**src/rtl/u8d_pkg.sv**
```systemverilog
// shared types and constants for the utf-8 31-bit stream decoder
// no dependencies
package u8d_pkg;

  localparam int ByteW = 8;
  localparam int CpW   = 31;
  localparam int LenW  = 3;

  localparam logic [ByteW-1:0] ContMask  = 8'hc0;
  localparam logic [ByteW-1:0] ContTag   = 8'h80;
  localparam logic [ByteW-1:0] Lead2Base = 8'hc0;
  localparam logic [ByteW-1:0] Lead3Base = 8'he0;
  localparam logic [ByteW-1:0] Lead4Base = 8'hf0;
  localparam logic [ByteW-1:0] Lead5Base = 8'hf8;
  localparam logic [ByteW-1:0] Lead6Base = 8'hfc;
  localparam logic [ByteW-1:0] BadLead   = 8'hfe;
  localparam logic [ByteW-1:0] Bits2Mask = 8'h1f;
  localparam logic [ByteW-1:0] Bits3Mask = 8'h0f;
  localparam logic [ByteW-1:0] Bits4Mask = 8'h07;
  localparam logic [ByteW-1:0] Bits5Mask = 8'h03;
  localparam logic [ByteW-1:0] Bits6Mask = 8'h01;
  localparam logic [ByteW-1:0] PayMask   = 8'h3f;

  localparam logic [LenW-1:0] LenNone = 3'd0;
  localparam logic [LenW-1:0] Len1    = 3'd1;
  localparam logic [LenW-1:0] Len2    = 3'd2;
  localparam logic [LenW-1:0] Len3    = 3'd3;
  localparam logic [LenW-1:0] Len4    = 3'd4;
  localparam logic [LenW-1:0] Len5    = 3'd5;
  localparam logic [LenW-1:0] Len6    = 3'd6;

  typedef struct packed {
    logic [ByteW-1:0] byte_in;
    logic             message_end;
  } in_item_t;

  typedef struct packed {
    logic [CpW-1:0]  code_point;
    logic [LenW-1:0] seq_length;
    logic            error;
  } result_t;

endpackage

```
**src/rtl/u8d_if.sv**
```systemverilog
// valid/ready channel interfaces for the byte input and the decoded result
// depends on u8d_pkg
interface u8d_byte_if
  import u8d_pkg::*;
();
  logic             valid;
  logic             ready;
  logic [ByteW-1:0] byte_in;
  logic             message_end;

  modport source(output valid, output byte_in, output message_end, input ready);
  modport sink(input valid, input byte_in, input message_end, output ready);
endinterface

interface u8d_result_if
  import u8d_pkg::*;
();
  logic            valid;
  logic            ready;
  logic [CpW-1:0]  code_point;
  logic [LenW-1:0] seq_length;
  logic            error;

  modport source(output valid, output code_point, output seq_length, output error,
                 input ready);
  modport sink(input valid, input code_point, input seq_length, input error,
               output ready);
endinterface

```
**src/rtl/utf8_31bit_stream_decoder_unit.sv**
```systemverilog
// top level of the utf-8 31-bit stream decoder
// depends on u8d_pkg, u8d_if, u8d_in_stage, u8d_decode, u8d_out_stage
//
// in_bus carries one raw byte per beat with message_end set on the last
// byte of a message. out_bus carries decoded results: code_point and
// seq_length for a finished sequence, or error for the first bad or
// truncated sequence of a message; the rest of that message is dropped.
// bytes that only open or extend a sequence give no result beat.
// one byte is accepted every cycle while the receiver takes results; a byte is
// registered on entry, decoded from the input register, and its result beat is
// registered in the result register. the decode step between the two registers
// carries the open-sequence state byte to byte. when the receiver stalls the
// result register holds; the input register still takes one more byte, then
// in_bus.ready drops until space frees.
// reset (rst_n low, synchronous) empties both registers and clears the
// sequence state and the sticky error flag.
module utf8_31bit_stream_decoder_unit
  import u8d_pkg::*;
(
  input  logic         clk,
  input  logic         rst_n,
  u8d_byte_if.sink     in_bus,
  u8d_result_if.source out_bus
);

  logic     item_valid;
  in_item_t item;
  logic     space;
  logic     step;
  logic     emit;
  result_t  result;

  assign step = item_valid && space;

  u8d_in_stage u_in (
    .clk        (clk),
    .rst_n      (rst_n),
    .in_bus     (in_bus),
    .take       (step),
    .item_valid (item_valid),
    .item       (item)
  );

  u8d_decode u_dec (
    .clk    (clk),
    .rst_n  (rst_n),
    .step   (step),
    .item   (item),
    .emit   (emit),
    .result (result)
  );

  u8d_out_stage u_out (
    .clk     (clk),
    .rst_n   (rst_n),
    .load    (step && emit),
    .result  (result),
    .space   (space),
    .out_bus (out_bus)
  );

endmodule

```
**src/rtl/u8d_in_stage.sv**
```systemverilog
// input register: captures one byte beat and holds it until the decoder takes it
// depends on u8d_pkg and u8d_byte_if
module u8d_in_stage
  import u8d_pkg::*;
(
  input  logic          clk,
  input  logic          rst_n,
  u8d_byte_if.sink      in_bus,
  input  logic          take,
  output logic          item_valid,
  output in_item_t      item
);

  logic     valid_r, valid_nxt;
  in_item_t item_r;
  logic     load;

  assign in_bus.ready = !valid_r || take;
  assign load         = in_bus.valid && in_bus.ready;

  always_comb begin
    valid_nxt = valid_r;
    if (load) begin
      valid_nxt = 1'b1;
    end else if (take) begin
      valid_nxt = 1'b0;
    end
  end

  always_ff @(posedge clk) begin
    if (!rst_n) begin
      valid_r <= 1'b0;
    end else begin
      valid_r <= valid_nxt;
    end
  end

  always_ff @(posedge clk) begin
    if (load) begin
      item_r.byte_in     <= in_bus.byte_in;
      item_r.message_end <= in_bus.message_end;
    end
  end

  assign item_valid = valid_r;
  assign item       = item_r;

endmodule

```
**src/rtl/u8d_decode.sv**
```systemverilog
// decoder state and single-step decode of one byte
// depends on u8d_pkg
module u8d_decode
  import u8d_pkg::*;
(
  input  logic     clk,
  input  logic     rst_n,
  input  logic     step,
  input  in_item_t item,
  output logic     emit,
  output result_t  result
);

  logic [LenW-1:0] bytes_left_r, bytes_left_nxt;
  logic [CpW-1:0]  acc_r, acc_nxt;
  logic [LenW-1:0] cur_len_r, cur_len_nxt;
  logic            err_seen_r, err_seen_nxt;

  logic [ByteW-1:0] b;
  logic             last;
  logic [LenW-1:0]  lead_len;
  logic [ByteW-1:0] lead_bits;
  logic [CpW-1:0]   acc_shift;
  logic [LenW-1:0]  left_dec;

  assign b    = item.byte_in;
  assign last = item.message_end;

  // lead byte classification
  always_comb begin
    lead_len  = LenNone;
    lead_bits = '0;
    if (b < ContTag) begin
      lead_len  = Len1;
      lead_bits = b;
    end else if (b < Lead2Base) begin
      lead_len  = LenNone;
    end else if (b < Lead3Base) begin
      lead_len  = Len2;
      lead_bits = b & Bits2Mask;
    end else if (b < Lead4Base) begin
      lead_len  = Len3;
      lead_bits = b & Bits3Mask;
    end else if (b < Lead5Base) begin
      lead_len  = Len4;
      lead_bits = b & Bits4Mask;
    end else if (b < Lead6Base) begin
      lead_len  = Len5;
      lead_bits = b & Bits5Mask;
    end else if (b < BadLead) begin
      lead_len  = Len6;
      lead_bits = b & Bits6Mask;
    end
  end

  assign acc_shift = {acc_r[CpW-7:0], b[5:0]};
  assign left_dec  = bytes_left_r - Len1;

  always_comb begin
    emit           = 1'b0;
    result         = '0;
    bytes_left_nxt = bytes_left_r;
    acc_nxt        = acc_r;
    cur_len_nxt    = cur_len_r;
    err_seen_nxt   = err_seen_r;
    if (err_seen_r) begin
      // rest of message dropped
    end else if (bytes_left_r == LenNone) begin
      if (lead_len == LenNone) begin
        err_seen_nxt = 1'b1;
        emit         = 1'b1;
        result.error = 1'b1;
      end else if (lead_len == Len1) begin
        emit              = 1'b1;
        result.code_point = {{(CpW-ByteW){1'b0}}, lead_bits};
        result.seq_length = Len1;
      end else if (last) begin
        err_seen_nxt = 1'b1;
        emit         = 1'b1;
        result.error = 1'b1;
      end else begin
        cur_len_nxt    = lead_len;
        bytes_left_nxt = lead_len - Len1;
        acc_nxt        = {{(CpW-ByteW){1'b0}}, lead_bits};
      end
    end else begin
      if ((b & ContMask) != ContTag) begin
        err_seen_nxt = 1'b1;
        emit         = 1'b1;
        result.error = 1'b1;
      end else begin
        acc_nxt        = acc_shift;
        bytes_left_nxt = left_dec;
        if (left_dec == LenNone) begin
          emit              = 1'b1;
          result.code_point = acc_shift;
          result.seq_length = cur_len_r;
          acc_nxt           = '0;
          cur_len_nxt       = LenNone;
        end else if (last) begin
          err_seen_nxt = 1'b1;
          emit         = 1'b1;
          result.error = 1'b1;
        end
      end
    end
    if (last) begin
      bytes_left_nxt = LenNone;
      acc_nxt        = '0;
      cur_len_nxt    = LenNone;
      err_seen_nxt   = 1'b0;
    end
  end

  always_ff @(posedge clk) begin
    if (!rst_n) begin
      bytes_left_r <= LenNone;
      acc_r        <= '0;
      cur_len_r    <= LenNone;
      err_seen_r   <= 1'b0;
    end else if (step) begin
      bytes_left_r <= bytes_left_nxt;
      acc_r        <= acc_nxt;
      cur_len_r    <= cur_len_nxt;
      err_seen_r   <= err_seen_nxt;
    end
  end

endmodule

```
**src/rtl/u8d_out_stage.sv**
```systemverilog
// result register: holds one decoded result beat until the receiver takes it
// depends on u8d_pkg and u8d_result_if
module u8d_out_stage
  import u8d_pkg::*;
(
  input  logic          clk,
  input  logic          rst_n,
  input  logic          load,
  input  result_t       result,
  output logic          space,
  u8d_result_if.source  out_bus
);

  logic    valid_r, valid_nxt;
  result_t res_r;

  assign space = !valid_r || out_bus.ready;

  always_comb begin
    valid_nxt = valid_r;
    if (load) begin
      valid_nxt = 1'b1;
    end else if (out_bus.ready) begin
      valid_nxt = 1'b0;
    end
  end

  always_ff @(posedge clk) begin
    if (!rst_n) begin
      valid_r <= 1'b0;
    end else begin
      valid_r <= valid_nxt;
    end
  end

  always_ff @(posedge clk) begin
    if (load) begin
      res_r <= result;
    end
  end

  assign out_bus.valid      = valid_r;
  assign out_bus.code_point = res_r.code_point;
  assign out_bus.seq_length = res_r.seq_length;
  assign out_bus.error      = res_r.error;

endmodule
```
**src/flat_wrapper.sv**
```systemverilog
// flat-port wrapper written by rule: the top's interface ports become plain ports
module utf8_31bit_stream_decoder_unit_flat import u8d_pkg::*;
  (clk, rst_n, in_bus_valid, in_bus_byte_in, in_bus_message_end, in_bus_ready, out_bus_valid, out_bus_code_point, out_bus_seq_length, out_bus_error, out_bus_ready);
  u8d_byte_if in_bus_i ();
  u8d_result_if out_bus_i ();
  input  logic clk;
  input  logic rst_n;
  input wire logic [$bits(in_bus_i.valid)-1:0] in_bus_valid;
  input wire logic [$bits(in_bus_i.byte_in)-1:0] in_bus_byte_in;
  input wire logic [$bits(in_bus_i.message_end)-1:0] in_bus_message_end;
  output wire logic [$bits(in_bus_i.ready)-1:0] in_bus_ready;
  output wire logic [$bits(out_bus_i.valid)-1:0] out_bus_valid;
  output wire logic [$bits(out_bus_i.code_point)-1:0] out_bus_code_point;
  output wire logic [$bits(out_bus_i.seq_length)-1:0] out_bus_seq_length;
  output wire logic [$bits(out_bus_i.error)-1:0] out_bus_error;
  input wire logic [$bits(out_bus_i.ready)-1:0] out_bus_ready;
  assign in_bus_i.valid = in_bus_valid;
  assign in_bus_i.byte_in = in_bus_byte_in;
  assign in_bus_i.message_end = in_bus_message_end;
  assign in_bus_ready = in_bus_i.ready;
  assign out_bus_valid = out_bus_i.valid;
  assign out_bus_code_point = out_bus_i.code_point;
  assign out_bus_seq_length = out_bus_i.seq_length;
  assign out_bus_error = out_bus_i.error;
  assign out_bus_i.ready = out_bus_ready;
  utf8_31bit_stream_decoder_unit u_core (.clk(clk), .rst_n(rst_n), .in_bus(in_bus_i), .out_bus(out_bus_i));
endmodule
```
**config.mk**
```make
export PLATFORM = sky130hd
export DESIGN_NAME = utf8_31bit_stream_decoder_unit_flat
export DESIGN_NICKNAME = d
export VERILOG_FILES = /design/src/rtl/u8d_pkg.sv /design/src/rtl/u8d_if.sv /design/src/rtl/utf8_31bit_stream_decoder_unit.sv /design/src/rtl/u8d_in_stage.sv /design/src/rtl/u8d_decode.sv /design/src/rtl/u8d_out_stage.sv /design/src/flat_wrapper.sv
export SDC_FILE = /design/constraint.sdc
export NUM_CORES = 1
export LEC_CHECK = 0
export BUFFER_PORTS_ARGS = -buffer_cell sky130_fd_sc_hd__buf_2
export CAP_MARGIN = 20
export CORE_MARGIN = 10
export CORE_UTILIZATION = 30
export CTS_CLUSTER_DIAMETER = 80
export DETAILED_ROUTE_END_ITERATION = 10
export SETUP_SLACK_MARGIN = 0.02
export SLEW_MARGIN = 20
export SYNTH_ARGS = -nofsm -noshare
export SYNTH_HDL_FRONTEND = slang
export SYNTH_HIERARCHICAL = 1
export SYNTH_SLANG_ARGS = --single-unit
export TNS_END_PERCENT = 1
```
**constraint.sdc**
```tcl
create_clock -name clk -period 6 [get_ports clk]
set_clock_uncertainty 0.1 [all_clocks]
set_input_delay 1.2 -clock clk [delete_from_list [all_inputs] [get_ports clk]]
set_output_delay 1.2 -clock clk [all_outputs]
set_load 0.1 [all_outputs]
```
==> metrics.txt <==
Worst-Margin Slew=slightly below 0.8 ns; critical path launch point type=input pin; largest net degree at the start of global routing=37; leading cell types by count after synthesis=44 x edfxtp_1, 44 x nand3_1, 39 x nand2_1, 34 x dfxtp_1, 28 x and2_1; RSZ-0062 raised after global routing=no; initial antenna violation count=0; post-synthesis async set-or-reset flop share=0%; Final Power=1.40 mW; layout cells sized above 1=approximately 22%; setup ws final=about 2.5 ns; Placeable Area=11000 µm²; fill cell count=1100; Avg WL per Cell=roughly 16 µm; CTS tree=yes; syn nets=340; Sum Neg Setup Slack=0 ns; worst reg-to-reg path cell count=10; Finished Cell Area=about 4000 µm²; Placer Congestion=0.866; max cap viols=0; Die H=127 µm; power per cell area=345 nW/µm²; Final Max Tran Viols=0; Initial DRT Pass Iterations=6; IO Count=50; synthesized area=3410 µm²; total global-route track usage=10.3%; post-CTS setup buffers=0; Comb power frac=18.4%; P_int=0.933 mW; DP Area=between 3000 and 4000 µm²; Routed WL=8010 µm; vias in the first global route=2498; Crit Path Max Fanout=5; Post-synth EDFFs=44; Net Sw Frac=33.4%; highest clock rate=282 MHz; VDD IR max=0.147 mV; number of placed instances, taps included=495; clock power share=37.8%; Synth cell types=48; top-area cell type share of the netlist area=38.8%; min-delay worst type=flop to flop; H-tree Lvls=3; Final setup viols=0; IO buf count=49; period utilization=between 50% and 60%; Routed Antenna Nets=0; largest area contributor in the netlist=edfxtp_1; Layout area overhead=19.2%; worst path required time=4.70 ns; Starting Density=31.0%; # rows=38; ys flop type=edfxtp_1; post-CTS sizing=0; Sink Count=78; register-to-register setup slack=2.74 ns; # diodes=0; Seq cells post-synth=78; P_sw=~0.47 mW; status=complete, no violations; sequential share of power=43.8%; hold_buf cts=0; Crit Path Class=input pin to primary output; main area contributors after synthesis=edfxtp_1 39%, dfxtp_1 20%, nand3_1 6.5%; first-pass GRT wire length=13500 µm; Final nets=385; pre-CTS setup slack=2.45 ns; Syn Inst Count=321; critical path arrival=2.24 ns; Critical Path End Type=primary output; Bufs on Longest Clock Path=2; Die Area=16000 µm²; Root Driver=clkbuf_16; chip width=127 µm; grt ovf=0; Yosys warning total=6; register area share after synthesis=58.7%; total CTS buffers=9; vias per cell=4.91; hold-critical path depth=2; clock slew at reported path FFs=around 0.070 ns; Clock Latency Late Sink=0.34 ns; Avg Cell Area, Syn=between 10 and 15 µm²; DRT iter0 DRCs=285; worst relative slew slack=48.7%; dpl hpwl=5590 µm; non-filler cells, final=511; Fin. Hold Viols=0; DRC=0; post-layout min period=3.54 ns; leakage power total=1.64 nW; total number of vias=~2500
per-layer routing:
layer	part of all wire [%]	vias to the layer above	GRT usage [%]
met5	0	-	0
met4	0.94	0	3.68
met3	6.3	5	3.58
met2	43	77	14.4
met1	49	1186	14.3
li1	-	1239	-
stage by stage:
step	util [%]	hold WS (ns)
finish	37.0	0.353
global route	37.0	0.368
CTS	36.9	0.357
detailed placement	34.3	0.346
global placement	34.3	0.346
floorplan	-	0.329
layout make-up:
| type | instances | area, µm² | share of cell area, % |
|---|---|---|---|
| multi-input cells | 214 | 1290 | 31.8 |
| clock inverters | 7 | 63.8 | 1.57 |
| repair buffers | 51 | 260 | 6.41 |
| inverters | 12 | 45.0 | 1.11 |
| well taps | 140 | 175 | 4.31 |
| flip-flops and latches | 78 | 2000 | 49.3 |
| clock buffers | 9 | 225 | 5.54 |
power groups by stage:
| stage | clock network, mW | registers, mW | logic, mW |
|---|---|---|---|
| 3_5_place_dp | 0 | 0.626 | 0.258 |
| 4_1_cts | 0.541 | 0.614 | 0.258 |
| 6_report | 0.530 | 0.614 | 0.258 |
| 5_1_grt | 0.568 | 0.617 | 0.276 |
| 3_3_place_gp | 0 | 0.625 | 0.257 |
| 2_1_floorplan | 0 | 0.745 | 0.0909 |
logic make-up (layout without fill, tap and decap cells):
logic type / after synthesis / count (layout) / share of synthesized area [%]
and+or+nand+nor: 160 / 160 / 24.8
DFF: 78 / 78 / 58.7
AOI/OAI and AO/OA: 44 / 44 / 9.36
buffers and inverters: 29 / 79 / 3.74
adders and majority gates: 6 / 6 / 2.20
muxes: 3 / 3 / 0.881
xor gates and xnor gates: 1 / 1 / 0.257
final timing paths:
path                                  startpoint                                         to
max reg2reg        u_core/u_in/item[3]$_DFFE_PP_  u_core/u_dec/bytes_left_r[0]$_SDFFE_PN0P_
min reg2reg  u_core/u_dec/acc_r[23]$_SDFFE_PN0P_        u_core/u_dec/acc_r[23]$_SDFFE_PN0P_
max                                out_bus_ready                               in_bus_ready
min          u_core/u_dec/acc_r[23]$_SDFFE_PN0P_        u_core/u_dec/acc_r[23]$_SDFFE_PN0P_
worst max-delay path, stage by stage:
cell      delay [ns]
buf_2           0.08
nand2b_4        0.12
and2_1          0.24
nand2b_4        0.18
buf_2           0.42
flip-flops by register name (all words and copies together) (netlist names):
signal	cells
u_core/u_out/out_bus.code_point	31
u_core/u_in/item	9
u_core/u_in/item_valid	1
u_core/u_dec/err_seen_r	1
u_core/u_dec/bytes_left_r	3
u_core/u_dec/acc_r	25
u_core/u_out/out_bus.seq_length	3
u_core/u_out/out_bus.valid	1
u_core/u_out/out_bus.error	1
u_core/u_dec/cur_len_r	3
cell usage in the layout, fill, tap and decap left out, types with 3 or more instances in the layout:
cell / count
inv_6: 3
nand2_1: 39
and2_1: 28
o31ai_1: 4
dfxtp_1: 34
o21ai_0: 9
nand2b_1: 4
buf_2: 49
clkbuf_16: 9
and3_1: 9
o211ai_1: 3
mux2i_1: 3
nor2_1: 12
a21oi_1: 9
inv_1: 11
ha_1: 6
nand3_1: 44
nor2b_1: 4
edfxtp_1: 44
nand4_1: 4
No activity file was read; power rests on OpenSTA's default activity.
